[config.mk]
export PLATFORM = sky130hd
export DESIGN_NAME = fk_counters
export DESIGN_NICKNAME = d
export VERILOG_FILES = /design/src/rtl/core/fk_pkg.sv /design/src/rtl/core/fk_counters.sv
export SDC_FILE = /design/constraint.sdc
export NUM_CORES = 2
export LEC_CHECK = 0
export ABC_AREA = 0
export BUFFER_PORTS_ARGS = -buffer_cell sky130_fd_sc_hd__buf_2
export CORE_ASPECT_RATIO = 1.2
export CORE_MARGIN = 4
export CORE_UTILIZATION = 35
export CTS_CLUSTER_SIZE = 24
export DETAILED_ROUTE_END_ITERATION = 7
export MAX_ROUTING_LAYER = met4
export SETUP_SLACK_MARGIN = 0.3
export SKIP_LAST_GASP = 1
export SLEW_MARGIN = 20
export SYNTH_ARGS = -nofsm -noshare
export SYNTH_HDL_FRONTEND = slang
export SYNTH_SLANG_ARGS = --single-unit
[constraint.sdc]
create_clock -name i_clk -period 18.46 [get_ports i_clk]
set_input_delay 5.538 -clock i_clk [delete_from_list [all_inputs] [get_ports i_clk]]
set_output_delay 5.538 -clock i_clk [all_outputs]
set_load 0.02 [all_outputs]
[src/rtl/core/fk_pkg.sv]
// ----------------------------------------------------------------------------
// fk_pkg - shared types and constants of the fragmentation tracker
// Command codes, counter numbers, table depth and the structs that run
// between the control logic, the cell chain and the counter bank.
// ----------------------------------------------------------------------------
package fk_pkg;

    localparam int TOP_K     = 100;   // ranked slots per statistics set
    localparam int NUM_CNT   = 6;     // counters per statistics set
    localparam int INO_W     = 48;
    localparam int EXT_W     = 32;
    localparam int VAL_W     = 64;
    localparam int IDX_W     = 7;
    localparam int CNT_IDX_W = 4;     // addresses the twelve counters

    typedef enum logic [1:0] {
        CMD_RECORD  = 2'd0,
        CMD_ENTRY   = 2'd1,
        CMD_COUNTER = 2'd2,
        CMD_NONE    = 2'd3
    } t_cmd;

    typedef enum logic [2:0] {
        CNT_FILES     = 3'd0,
        CNT_RESIDENT  = 3'd1,
        CNT_SPARSE    = 3'd2,
        CNT_NONSPARSE = 3'd3,
        CNT_FRAG      = 3'd4,
        CNT_EXTENTS   = 3'd5
    } t_cnt_id;

    typedef enum logic {
        ST_IDLE = 1'b0,
        ST_WAIT = 1'b1
    } t_state;

    // insertion request broadcast to every cell
    typedef struct packed {
        logic             vld;
        logic             set;
        logic [INO_W-1:0] ino;
        logic [EXT_W-1:0] ext;
    } t_ins;

    // entry read request walking down the chain
    typedef struct packed {
        logic             vld;
        logic             set;
        logic [IDX_W-1:0] idx;
        logic [INO_W-1:0] ino;
        logic [EXT_W-1:0] ext;
    } t_rd_bus;

    // counter update of one record request
    typedef struct packed {
        logic             vld;
        logic             set;
        logic             nonres;
        logic             hole;
        logic [EXT_W-1:0] ext;
    } t_rec;

endpackage

[src/rtl/core/fk_counters.sv]
// ----------------------------------------------------------------------------
// fk_counters - statistics counter bank
// Twelve wrapping 64-bit counters, six per set, updated by record requests
// and read at one address.
// ----------------------------------------------------------------------------
module fk_counters
    import fk_pkg::*;
(
    input  logic             i_clk,
    input  logic             i_rst_n,
    input  t_rec             i_rec,
    input  logic             i_rd_set,
    input  logic [IDX_W-1:0] i_rd_idx,
    output logic [VAL_W-1:0] o_rd_value,
    output logic             o_rd_ok
);

    localparam int NUM_ALL = 2 * NUM_CNT;

    logic [VAL_W-1:0]     r_cnt [NUM_ALL];
    logic [VAL_W-1:0]     n_cnt [NUM_ALL];
    logic [CNT_IDX_W-1:0] w_base;
    logic [CNT_IDX_W-1:0] w_rd_base;
    logic [CNT_IDX_W-1:0] w_rd_addr;

    assign w_base    = i_rec.set ? CNT_IDX_W'(NUM_CNT) : '0;
    assign w_rd_base = i_rd_set ? CNT_IDX_W'(NUM_CNT) : '0;
    assign w_rd_addr = w_rd_base + CNT_IDX_W'(i_rd_idx[2:0]);
    assign o_rd_ok   = (i_rd_idx < IDX_W'(NUM_CNT));
    assign o_rd_value = o_rd_ok ? r_cnt[w_rd_addr] : '0;

    always_comb begin
        for (int k = 0; k < NUM_ALL; k++) begin
            n_cnt[k] = r_cnt[k];
        end
        if (i_rec.vld) begin
            n_cnt[w_base + CNT_IDX_W'(CNT_FILES)] =
                r_cnt[w_base + CNT_IDX_W'(CNT_FILES)] + VAL_W'(1);
            if (!i_rec.nonres) begin
                n_cnt[w_base + CNT_IDX_W'(CNT_RESIDENT)] =
                    r_cnt[w_base + CNT_IDX_W'(CNT_RESIDENT)] + VAL_W'(1);
            end else if (i_rec.hole || (i_rec.ext == '0)) begin
                n_cnt[w_base + CNT_IDX_W'(CNT_SPARSE)] =
                    r_cnt[w_base + CNT_IDX_W'(CNT_SPARSE)] + VAL_W'(1);
            end else begin
                n_cnt[w_base + CNT_IDX_W'(CNT_NONSPARSE)] =
                    r_cnt[w_base + CNT_IDX_W'(CNT_NONSPARSE)] + VAL_W'(1);
                if (i_rec.ext > EXT_W'(1)) begin
                    n_cnt[w_base + CNT_IDX_W'(CNT_FRAG)] =
                        r_cnt[w_base + CNT_IDX_W'(CNT_FRAG)] + VAL_W'(1);
                end
                n_cnt[w_base + CNT_IDX_W'(CNT_EXTENTS)] =
                    r_cnt[w_base + CNT_IDX_W'(CNT_EXTENTS)] + VAL_W'(i_rec.ext);
            end
        end
    end

    always_ff @(posedge i_clk) begin
        if (!i_rst_n) begin
            for (int k = 0; k < NUM_ALL; k++) begin
                r_cnt[k] <= '0;
            end
        end else begin
            for (int k = 0; k < NUM_ALL; k++) begin
                r_cnt[k] <= n_cnt[k];
            end
        end
    end

endmodule

==> qor.txt <==
Final Wtd Congestion = 1.01
Post-Route WL = 196000 um
Rows = 147
Number of enable flip-flop cells after synthesis = 0
Max_cap viols = 0
Io pins = 111
Worst Hold Class = flip-flop to flip-flop
Final period util = 78.1%
Worst Hold Depth = 2
Finished Layout Cells = 7503
# clock sinks = 768
Async set-reset flop share out of synthesis = 0%
Simple-Gate Fraction of Synth Area = 26.1%
Flop2flop setup slack = 13.89 ns
Root Driver = clkbuf_16
WL/cell = 26.2 um
Mapped Cells = 5761
Die ar. = 141000 um^2
PD cells = 72.7 nW/um^2
Multiplexer share of the synthesized area = 14.9%
Vias = 45.3k
Worst R2R Path Depth = 11
CTS tree = done
Largest net degree at the start of global routing = 190
Initial Utilization = 35.2%
Syn_nets = 5849
Compound-gate portion of the synthesized area = 13.1%
Worst clock skew = 0.0485 ns
Fraction of the mapped netlist area in adder cells = 1.15%
Avg Cell Area, Syn = 8.19 um^2
Ys Warns = 0
Main combinational cell family by area after synthesis = simple AND/OR/NAND/NOR gates
Setup violations, final = 0
Xor/xnor cell area share of the yosys netlist = 8.30%
DR pass1 iterations = 7
Layout Area Growth over Synthesis = 10.2%
Core area = 134000 um^2
Kind of critical path = primary input to output pin
Dominant synthesized flop cell = dfxtp_1
Yosys reg bits = 768
Post-Syn Area = 47200 um^2
First-pass GRT wire length = 283000 um
Cell area after layout = 52000 um^2
Final Critical Period = 14.42 ns
DR iter-0 viols = 4869
Worst Hold Path EP = r_cnt[4][53]
Seq/Total Area, Yosys = 32.6%
Setup repair bufs after CTS = 0
Hold Fails Final Rpt = 0
CTS hold repair buffers = 0
Clock Latency Late Sink = 0.71 ns
Initial antenna violation count = 10
Registers with the most flip-flops = r_cnt x768
CP required = 12.92 ns
Worst slack, placed = 4.09 ns
Total number of H-tree levels = 3
RSZ-0062 raised after global routing = false
Cts repair resizes = 0
Outcome = complete, no violations
Nets = 5735
Reg with most FFs = r_cnt
Placed Cells = 7344
Share of cells above drive strength 1 = 11.8%
Routed Antenna Nets = 0
Post-route setup slack = 4.04 ns
Fillers = 13.7k
Max reg flops = 768
Crit path DAT = 8.88 ns
Vias/cell = 6.04
CTS clk-pin slew, worst paths = 0.06 ns
Pins Over Slew Limit = 0
Startpoint types = primary input
Peak Freq = 69.4 MHz
Synth unique cells = 92
CP max FO = 29
Die Y-Extent = 410 um
DRC viols = 0
IO buf count = 110
Clock Path Buffers = 3
Number of global-route vias before repair = 42.0k
Worst-Margin Slew = 1.18 ns
Worst reg2reg path startpoint = r_cnt[11][0]
P_leak = 0.0170 uW
HPWL Detailed = 145000 um
Slew Limit Headroom = 20.8%
Post-DP Area = 49100 um^2
Total gr overflow = 0
Total CTS buffers = 89
HP Start = r_cnt[4][53]
CP Capture Type = output pin
GRT Util Overall = 27.6%
Worst vdd ir = 0.0804 mV
Die Wd = 343 um
Setup TNS = 0 ns
Capture point of the worst reg-to-reg path = r_cnt[5][34]
-- kinds of logic (layout without fill, tap and decap cells) --
kind of cell / Yosys count / in the layout
AO/OA/AOI/OAI: 1064 / 1064
flip-flops: 768 / 768
AND/OR/NAND/NOR: 2565 / 2565
buffers and inverters: 420 / 371
adder cells (fa/ha/maj): 42 / 42
other: 0 / 3
multiplexers: 455 / 455
XOR/XNOR: 447 / 447
-- power by group --
part           switching [uW]  internal [uW]  total, uW
sequential               12.7           1660       1680
combinational             197           84.7        282
clock                     776           1050       1820
-- critical path, cell delays in order --
cell,delay [ns]
buf_2,0.13
ha_4,0.16
fa_4,1.15
buf_4,0.64
mux2i_1,0.27
nor2_1,0.05
a21oi_1,0.53
nor2_1,0.14
buf_2,0.21
-- synth_stat cells (all sizes together), types with 6 or more instances --
library cell,n,area (um^2)
xnor2,223,1950
o31ai,7,52.6
or2,10,62.6
and2,44,275
and4,9,78.8
o21ai,323,1620
ha,40,500
o22ai,26,163
xor2,224,1960
a211oi,35,273
nand4,92,582
a221oi,13,150
nand2b,25,156
mux2,73,822
a211o,6,52.6
and3,57,357
nor2b,29,181
nand4b,18,179
nor3b,19,143
a22oi,30,240
nand2,712,2670
a222oi,6,60.1
o21a,34,255
or3,91,574
nor3,124,657
a41oi,9,78.8
nor4b,10,128
o21bai,7,52.6
a31oi,20,125
a21boi,11,82.6
dfxtp,768,15400
a21o,23,173
buf,133,729
o211ai,13,97.6
clkbuf,259,972
a21oi,455,2280
nand3b,101,787
nand3,398,1990
o311ai,6,52.6
inv,28,105
nor2,728,2730
mux4,192,4320
mux2i,190,1900
or4,20,150
nor4,59,419
-- layer usage --
metal | wire [um] | GRT usage [%] | up-vias
met5 | 0 | - | -
met4 | 21200 | 23.1 | 0
met3 | 15000 | 3.99 | 751
met2 | 87900 | 42.8 | 2374
met1 | 72100 | 31.6 | 21800
li1 | - | - | 20400
-- cell type report --
type	instances	area (um^2)	share of cell area, %
diodes	3	7.51	0.0144
clock buffers	128	2560	4.91
clock inverters	28	368	0.707
inverters	28	115	0.221
multi-input cells	4573	30200	58.0
flip-flops and latches	768	15400	29.5
well taps	1788	2240	4.30
repair buffers	187	1200	2.32
-- worst max-delay path by stage --
stage               startpoint              to  slack, ns  cells after the start
finish                i_rd_set  o_rd_value[28]       4.04                      9
global route          i_rd_set  o_rd_value[52]       4.01                     10
CTS                   i_rd_set  o_rd_value[62]       4.09                      9
detailed placement    i_rd_set  o_rd_value[62]       4.09                      9
global placement      i_rd_set  o_rd_value[63]       4.08                      9
floorplan             i_rd_set  o_rd_value[15]       5.18                      8
-- layout by cell type (no fill, tap or decap), types with 107 or more instances in the layout --
| master | count |
|---|---|
| nand3_1 | 398 |
| buf_2 | 107 |
| xor2_1 | 224 |
| nor2_1 | 724 |
| dfxtp_1 | 768 |
| mux2i_1 | 190 |
| mux4_2 | 192 |
| a21oi_1 | 455 |
| o21ai_0 | 316 |
| xnor2_1 | 223 |
| nand2_1 | 707 |
| nor3_1 | 114 |
-- metrics by stage --
stage / utilization (%) / total power (uW) / hold slack (ns)
after floorplan: - / 1910 / 0.443
after global placement: 36.7 / 1990 / 0.462
after detailed placement: 36.7 / 1990 / 0.466
after global routing: 38.9 / 3880 / 0.492
after CTS: 38.9 / 3800 / 0.475
final: 38.9 / 3780 / 0.477
No activity file was read; power rests on OpenSTA's default activity.
