$ cat src/rtl/core/fk_pkg.sv
// ----------------------------------------------------------------------------
// fk_pkg - shared types and constants of the fragmentation tracker
// Command codes, counter numbers, table depth and the structs that run
// between the control logic, the cell chain and the counter bank.
// ----------------------------------------------------------------------------
package fk_pkg;

    localparam int TOP_K     = 100;   // ranked slots per statistics set
    localparam int NUM_CNT   = 6;     // counters per statistics set
    localparam int INO_W     = 48;
    localparam int EXT_W     = 32;
    localparam int VAL_W     = 64;
    localparam int IDX_W     = 7;
    localparam int CNT_IDX_W = 4;     // addresses the twelve counters

    typedef enum logic [1:0] {
        CMD_RECORD  = 2'd0,
        CMD_ENTRY   = 2'd1,
        CMD_COUNTER = 2'd2,
        CMD_NONE    = 2'd3
    } t_cmd;

    typedef enum logic [2:0] {
        CNT_FILES     = 3'd0,
        CNT_RESIDENT  = 3'd1,
        CNT_SPARSE    = 3'd2,
        CNT_NONSPARSE = 3'd3,
        CNT_FRAG      = 3'd4,
        CNT_EXTENTS   = 3'd5
    } t_cnt_id;

    typedef enum logic {
        ST_IDLE = 1'b0,
        ST_WAIT = 1'b1
    } t_state;

    // insertion request broadcast to every cell
    typedef struct packed {
        logic             vld;
        logic             set;
        logic [INO_W-1:0] ino;
        logic [EXT_W-1:0] ext;
    } t_ins;

    // entry read request walking down the chain
    typedef struct packed {
        logic             vld;
        logic             set;
        logic [IDX_W-1:0] idx;
        logic [INO_W-1:0] ino;
        logic [EXT_W-1:0] ext;
    } t_rd_bus;

    // counter update of one record request
    typedef struct packed {
        logic             vld;
        logic             set;
        logic             nonres;
        logic             hole;
        logic [EXT_W-1:0] ext;
    } t_rec;

endpackage

$ cat src/rtl/core/fk_cell.sv
// ----------------------------------------------------------------------------
// fk_cell - one rank slot of the sorted chain
// Holds the slot of both sets, takes a new key or the left neighbor's entry
// on insertion, and passes the entry read request on to the next cell.
// ----------------------------------------------------------------------------
module fk_cell
    import fk_pkg::*;
(
    input  logic             i_clk,
    input  logic             i_rst_n,
    input  logic [IDX_W-1:0] i_cell_idx,
    input  t_ins             i_ins,
    input  logic             i_prev_gt,
    input  logic [INO_W-1:0] i_prev_ino,
    input  logic [EXT_W-1:0] i_prev_ext,
    output logic             o_gt,
    output logic [INO_W-1:0] o_ino,
    output logic [EXT_W-1:0] o_ext,
    input  t_rd_bus          i_rd,
    output t_rd_bus          o_rd
);

    logic [INO_W-1:0] r_ino [2];
    logic [EXT_W-1:0] r_ext [2];
    t_rd_bus          r_rd;
    t_rd_bus          n_rd;
    logic             w_gt;

    assign w_gt  = i_ins.vld && (i_ins.ext > r_ext[i_ins.set]);
    assign o_gt  = w_gt;
    assign o_ino = r_ino[i_ins.set];
    assign o_ext = r_ext[i_ins.set];
    assign o_rd  = r_rd;

    // slot storage: shift down from the left or take the new key
    always_ff @(posedge i_clk) begin
        if (!i_rst_n) begin
            r_ext[0] <= '0;
            r_ext[1] <= '0;
            r_ino[0] <= '0;
            r_ino[1] <= '0;
        end else if (w_gt) begin
            r_ext[i_ins.set] <= i_prev_gt ? i_prev_ext : i_ins.ext;
            r_ino[i_ins.set] <= i_prev_gt ? i_prev_ino : i_ins.ino;
        end
    end

    // read request: advance one cell, load the slot when it is the target
    always_comb begin
        n_rd = i_rd;
        if (i_rd.vld && (i_rd.idx == i_cell_idx)) begin
            n_rd.ino = r_ino[i_rd.set];
            n_rd.ext = r_ext[i_rd.set];
        end
    end

    always_ff @(posedge i_clk) begin
        if (!i_rst_n) begin
            r_rd <= '0;
        end else begin
            r_rd <= n_rd;
        end
    end

endmodule

$ cat config.mk
export PLATFORM = sky130hd
export DESIGN_NAME = fk_cell
export DESIGN_NICKNAME = d
export VERILOG_FILES = /design/src/rtl/core/fk_pkg.sv /design/src/rtl/core/fk_cell.sv
export SDC_FILE = /design/constraint.sdc
export NUM_CORES = 1
export LEC_CHECK = 0
export ABC_AREA = 0
export ABC_CLOCK_PERIOD_IN_PS = 10500
export BUFFER_PORTS_ARGS = -buffer_cell sky130_fd_sc_hd__buf_2
export CAP_MARGIN = 0
export CORE_UTILIZATION = 45
export DETAILED_ROUTE_END_ITERATION = 16
export PLACE_DENSITY = 0.72
export RECOVER_POWER = 50
export SLEW_MARGIN = 0
export SYNTH_ARGS = -nofsm -noshare
export SYNTH_HDL_FRONTEND = slang
export SYNTH_SLANG_ARGS = --single-unit
$ cat constraint.sdc
create_clock -name i_clk -period 10.5 [get_ports i_clk]
set_input_delay 1.05 -clock i_clk [delete_from_list [all_inputs] [get_ports i_clk]]
set_output_delay 1.05 -clock i_clk [all_outputs]
set_load 0.1 [all_outputs]
==> results of run 1 <==
==> metrics by stage <==
step | total power [mW] | instance area, µm² | cells | util
global placement | 2.09 | 16000 | 2100 | 0.536
CTS | 3.03 | 16900 | 2151 | 0.565
finish | 3.00 | 16600 | 2151 | 0.554
global route | 3.10 | 16600 | 2151 | 0.554
detailed placement | 2.10 | 16000 | 2100 | 0.536
floorplan | 1.90 | 13800 | 1391 | -
==> registers in the layout (all words and copies together) (netlist names) <==
register / flops
o_rd: 89
r_ext: 64
r_ino: 96
==> per-layer routing <==
metal | global-route usage | vias up | wire (µm)
met1 | 0.313 | 5560 | 16800
met2 | 0.422 | 460 | 19700
met3 | 0.0337 | 82 | 2650
met4 | 0.0898 | 0 | 1390
li1 | - | 5610 | -
met5 | 0 | - | 0
==> cell usage after synthesis, types with 36 or more instances <==
master    number  area, µm²
nor2_1       242        908
a21oi_1      103        515
buf_2         36        180
mux2i_1      191       1910
a21oi_2       70        613
dfxtp_1       89       1780
nand2_1      164        616
a211oi_1      81        608
mux2_2        49        552
edfxtp_1     160       4800
clkbuf_1      65        244
==> cell type report <==
class,count,area (µm²),area share
inverter,33,125,0.00755
tap,390,488,0.0294
sequential,249,6590,0.397
multi-input combinational,985,6450,0.389
clock buffer,37,776,0.0468
clock inverter,14,92.6,0.00558
timing repair buffer,443,2070,0.125
==> worst max-delay path by stage <==
stage	cells after the start	slack, ns	to
floorplan	11	2.06	r_ext[0][0]$_SDFFCE_PN0P_
finish	10	2.53	o_gt
global placement	9	4.06	r_ino[1][44]$_SDFFCE_PN0P_
global route	10	2.21	o_gt
CTS	10	4.00	o_gt
detailed placement	9	3.98	r_ext[1][6]$_SDFFCE_PN0P_
==> worst max-delay path: cells and delay by family <==
kind / cells / cell delay, ns
multiplexers: 1 / 0.21
AND/OR/NAND/NOR: 2 / 1.08
buffers and inverters: 4 / 3.49
adder cells (fa/ha/maj): 1 / 0.36
AO/OA/AOI/OAI: 2 / 0.65
==> power groups by stage <==
stage / combinational [mW] / clock (mW) / sequential [mW]
final: 0.891 / 0.936 / 1.18
after detailed placement: 0.910 / 0 / 1.19
after floorplan: 0.568 / 0 / 1.33
after CTS: 0.913 / 0.947 / 1.17
after global placement: 0.902 / 0 / 1.19
after global routing: 0.936 / 0.986 / 1.18
==> kinds of logic (layout without fill, tap and decap cells) <==
family / count (synthesis) / count (layout) / share of synthesized area
adders and majority gates: 32 / 32 / 0.0290
xor gates and xnor gates: 7 / 7 / 0.00444
and+or+nand+nor: 436 / 436 / 0.124
AOI/OAI and AO/OA: 270 / 270 / 0.134
buffers and inverters: 157 / 527 / 0.0535
muxes: 240 / 240 / 0.178
DFF: 249 / 249 / 0.477
==> impl_metrics.csv, run 1 <==
group,metric,value,unit
layout,final_common_cell,"buf_2",
power,p_clk_frac,0.312,
timing,setup_ws,2.53,ns
global_routing,grt_pass1_vias,11100,
global_routing,track_usage,0.245,
floorplanning,dieArea,0.0314,mm²
clock_tree,cts.sinks,249,
floorplanning,die_w,177,µm
critical_path,cp-end-kind,"output port",
logic_synthesis,netlist_instances,1391,
drt,vias,11700,
global_routing,grt_start_max_net_pins,163,
timing,grt_setup_unrepaired,"no",
timing,setup_tns,0,ns
floorplanning,core,0.0300,mm²
critical_path,slowest_stage,"clkbuf_1",
floorplanning,rows,63,
power,ir_worst_vdd,0.106,mV
logic_synthesis,ys_dominant_reg_cell,"edfxtp_1",
power,p_sw,1.15,mW
outcome,failed_checks,"max-capacitance violations, max-slew violations",
critical_path,slowest_delay,1.81,ns
floorplanning,io_pins,431,
clock_tree,clockBufferDepth,3,
logic_synthesis,yosysSeqAreaShare,0.477,
critical_path,reg2reg_slack,5.98,ns
logic_synthesis,synth.avg_cell_area,9.93,µm²
logic_synthesis,yosysWarnings,0,
layout,fin_nets,2033,
logic_synthesis,synth.distinct_cells,37,
logic_synthesis,syn_nets,1684,
critical_path,cp-startpoint,"i_ins[80]",
timing,timing.fmax,125,MHz
placement,pre_cts_ws,3.98,ns
global_routing,antenna_found_initial,0,
logic_synthesis,syn_area,0.0138,mm²
clock_tree,htreeDepth,1,
layout,final_cell_mix,"buf_2 (261), nor2_1 (241), mux2i_1 (191), clkbuf_1 (174), nand2_1 (163)",
global_routing,grt_pass1_wl,60100,µm
power,seqPwrFrac,0.391,
placement,place.gp.congestion,0.929,
critical_path,crit_fanout,162,
drt,drc,0,
flow_run,drv_cap,2,
placement,hpwl,26900,µm
timing,min_period_over_period,0.759,
min_path,min_to,"o_rd[37]$_SDFF_PN0_",
floorplanning,die_h,177,µm
timing,whs,0.636,ns
min_path,hold_depth,2,
critical_path,critPathKind,"in -> out",
clock_tree,cts_buffers,28,
drt,first_iter_violations,647,
logic_synthesis,synth_edf_count,160,
drt,antenna_left,0,
clock_tree,cts_resized,0,
drt,wire_per_inst,18.9,µm
placement,port_buffers,430,
drt,first_pass_iters,6,
clock_tree,clockRootBuffer,"clkbuf_16",
timing,finalHoldViolCount,0,
clock_tree,ctsHoldBuffers,0,
clock_tree,clock_latency,0.54,ns
timing,report.final.slew_viol_count,122,
critical_path,worstPathArrival,6.92,ns
clock_tree,path_clk_slew,0.05,ns
timing,finalSetupViolCount,0,
timing,maxSlewHeadroom,-1.62,
critical_path,critPathRequiredTime,9.45,ns
timing,worst_slew_pin_slew,3.93,ns
global_routing,gr-total-overflow,0,
floorplanning,start_util,0.461,
layout,syn_to_final_growth,20.1,%
outcome,status,"complete, but fails checks",
layout,drive_gt1_frac,0.235,
power,comb_power_share,0.297,
critical_path,cp-start-kind,"input pin",
logic_synthesis,async_flop_share,0,
timing,post-route-min-period,7.97,ns
timing,fin_worst_skew,0.0174,ns
critical_path,timing.rr.end,"r_ino[1][45]$_SDFFCE_PN0P_",
clock_tree,cts_setup_buffers,0,
power,powerDensity,181,mW/mm²
layout,antenna_cells,0,
power,power_leakage,6.88,nW
clock_tree,cts_tree,"built",
layout,fill_cells,2811,
power,switching_share,0.382,
critical_path,worst_r2r_path_depth,7,
drt,wirelength,40500,µm
critical_path,r2r_start,"r_ext[0][27]$_SDFFCE_PN0P_",
power,p_int,1.86,mW
min_path,hp-class,"reg -> reg",
min_path,min_from,"r_ino[0][5]$_SDFFCE_PN0P_",
drt,vias_per_cell,5.44,
critical_path,worstPathCellList,"clkbuf_1, buf_4, mux2i_1, ha_1, nand4_1, nor4_1, o41ai_1, buf_12, a21boi_1, buf_2",
logic_synthesis,synth-seq-cells,249,
No activity file was read; power rests on OpenSTA's default activity.
==> run 2: changes to the inputs <==
Settings changed: ABC_AREA 0 to 1, ABC_CLOCK_PERIOD_IN_PS 10500 to 7900, PLACE_DENSITY 0.72 to 0.73.
Clock period 10.5 ns to 7.9 ns, I/O delays scaled along.
==> impl_metrics.csv, run 2 <==
group,metric,value,unit
global_routing,gr-total-overflow,0,
critical_path,cp-end-kind,"output port",
logic_synthesis,synth.avg_cell_area,9.09,µm²
global_routing,grt_pass1_wl,55200,µm
critical_path,worstPathArrival,5.14,ns
layout,final_common_cell,"buf_2",
drt,wire_per_inst,17.6,µm
logic_synthesis,synth.most_common_cell,"nor2_1",
critical_path,r2r_start,"r_ext[1][27]$_SDFFCE_PN0P_",
drt,drc,0,
critical_path,worst_r2r_path_depth,13,
layout,largest_reg_flops,96,
drt,antenna_left,0,
layout,seqCellArea,0.00659,mm²
logic_synthesis,ys_top_cells_by_count,"nor2_1 (251), o21ai_0 (176), edfxtp_1 (160)",
min_path,min_from,"i_rd[20]",
drt,vias_per_cell,5.20,
timing,setup_tns,0,ns
placement,dpl_cell_area,0.0146,mm²
timing,fin_worst_skew,0.0295,ns
floorplanning,core,0.0268,mm²
logic_synthesis,syn_nets,1640,
clock_tree,cts_tree,"built",
layout,fin_nets,2019,
power,switching_share,0.341,
timing,min_period_over_period,0.750,
clock_tree,cts_setup_buffers,0,
power,power_leakage,6.88,nW
layout,syn_to_final_growth,25.1,%
logic_synthesis,synth-seq-cells,249,
clock_tree,cts_buffers,27,
layout,regMostFlops,"r_ino",
critical_path,reg2reg_slack,4.23,ns
timing,maxSlewHeadroom,-1.55,
timing,finalHoldViolCount,0,
power,p_sw,1.26,mW
floorplanning,dieArea,0.0279,mm²
critical_path,critPathKind,"in -> out",
floorplanning,die_w,167,µm
power,comb_power_share,0.243,
power,ir_worst_vdd,0.171,mV
outcome,failed_checks,"max-capacitance violations, max-slew violations",
critical_path,cp-start-kind,"input pin",
layout,final_cell_mix,"buf_2 (258), nor2_1 (251), o21ai_0 (212), clkbuf_1 (175), edfxtp_1 (160)",
logic_synthesis,netlist_instances,1347,
critical_path,cp-endpoint,"o_ino[0]",
logic_synthesis,synth.distinct_cells,25,
layout,finalInstanceArea,0.0153,mm²
logic_synthesis,synth_edf_count,160,
timing,whs,0.467,ns
power,power,3.70,mW
global_routing,grt_pass1_vias,10400,
clock_tree,path_clk_slew,0.07,ns
logic_synthesis,yosys.area.top_type,"edfxtp_1",
floorplanning,start_util,0.457,
global_routing,track_usage,0.254,
layout,fill_cells,2473,
timing,finalSetupViolCount,0,
logic_synthesis,yosysSeqAreaShare,0.538,
outcome,status,"complete, but fails checks",
critical_path,cp-startpoint,"i_ins[80]",
floorplanning,io_pins,431,
logic_synthesis,synth_top_cell_area_share,0.392,
drt,first_pass_iters,5,
timing,worst_slew_pin_slew,3.82,ns
global_routing,grt_start_max_net_pins,97,
min_path,hp-class,"in -> reg",
power,p_int,2.44,mW
logic_synthesis,ys_dominant_reg_cell,"edfxtp_1",
timing,grt_setup_unrepaired,"no",
logic_synthesis,synthTopCellsByArea,"edfxtp_1 (39%), dfxtp_1 (15%), nor2_1 (7.7%)",
floorplanning,rows,60,
drt,wirelength,36800,µm
floorplanning,die_h,167,µm
layout,multi_input_area,0.00496,mm²
clock_tree,cts.sinks,249,
logic_synthesis,yosysWarnings,0,
drt,first_iter_violations,696,
power,p_clk_frac,0.352,
timing,post-route-min-period,5.93,ns
clock_tree,clockRootBuffer,"clkbuf_16",
placement,place.gp.congestion,0.910,
global_routing,antenna_found_initial,3,
clock_tree,cts_resized,0,
clock_tree,htreeDepth,1,
clock_tree,clockBufferDepth,3,
drt,vias,10900,
logic_synthesis,syn_area,0.0122,mm²
flow_run,drv_cap,2,
critical_path,critPathRequiredTime,7.11,ns
placement,port_buffers,430,
timing,timing.fmax,169,MHz
logic_synthesis,async_flop_share,0,
clock_tree,ctsHoldBuffers,0,
timing,report.final.slew_viol_count,191,
critical_path,crit_fanout,96,
critical_path,timing.rr.end,"r_ino[0][43]$_SDFFCE_PN0P_",
placement,hpwl,25200,µm
clock_tree,clock_latency,0.54,ns
power,seqPwrFrac,0.405,
power,powerDensity,242,mW/mm²
layout,drive_gt1_frac,0.217,
## run 2: changes by cell type after synthesis, moves of 8 or more
cell	before	now
a211oi_1	81	0
a21oi_1	103	95
a21oi_2	70	0
and2_1	9	1
buf_2	36	2
clkbuf_1	65	79
inv_1	32	104
mux2_2	49	31
mux2i_1	191	79
nand2_1	164	151
nor2_1	242	251
o21ai_0	2	176
o21ai_1	1	38
or2_2	0	31
## run 2: stage by stage
step	utilization	std cells	setup slack, ns
floorplan	-	1347	0.957
global placement	0.545	2038	3.21
detailed placement	0.545	2038	3.10
CTS	0.579	2088	3.47
global route	0.571	2088	1.62
finish	0.572	2092	1.97
## run 2: worst min-delay path by stage
stage / endpoint / cells past startpoint / slack [ns]
floorplan: o_rd[0]$_SDFF_PN0_ / 4 / 0.58
global placement: o_rd[49]$_SDFF_PN0_ / 4 / 0.61
detailed placement: o_rd[76]$_SDFF_PN0_ / 4 / 0.62
CTS: o_rd[82]$_SDFF_PN0_ / 3 / 0.44
global route: o_rd[25]$_SDFF_PN0_ / 3 / 0.47
finish: o_rd[20]$_SDFF_PN0_ / 3 / 0.47
## run 2: area by class of cell
| class | instances | share of cell area |
|---|---|---|
| diodes | 4 | 0.000653 |
| well taps | 341 | 0.0279 |
| multi-input cells | 904 | 0.324 |
| flip-flops and latches | 249 | 0.430 |
| repair buffers | 440 | 0.132 |
| clock inverters | 12 | 0.00882 |
| inverters | 104 | 0.0255 |
| clock buffers | 38 | 0.0516 |
## run 2: cell families after synthesis
kind of cell	after synthesis	share of synthesized area
AO/OA/AOI/OAI	313	0.129
multiplexers	110	0.0931
AND/OR/NAND/NOR	447	0.147
buffers and inverters	194	0.0597
adder cells (fa/ha/maj)	32	0.0327
XOR/XNOR	2	0.00143
flip-flops	249	0.538
## run 2: critical path: stages
cell and delay [ns]:
buf_4 0.32, clkbuf_1 2.54, o21ai_0 0.79, clkbuf_1 0.68
## run 2: power groups by stage
stage	Sequential, mW	Clock (mW)	Combinational, mW
finish	1.50	1.30	0.900
global route	1.51	1.38	0.951
CTS	1.50	1.32	0.917
detailed placement	1.52	0	0.915
global placement	1.52	0	0.907
floorplan	1.71	0	0.506
## run 2: metal layers
layer	vias up	part of all wire	GRT usage
met5	-	0	0
met4	0	0.039	0.103
met3	91	0.070	0.0463
met2	436	0.48	0.427
met1	5052	0.42	0.322
li1	5292	-	-
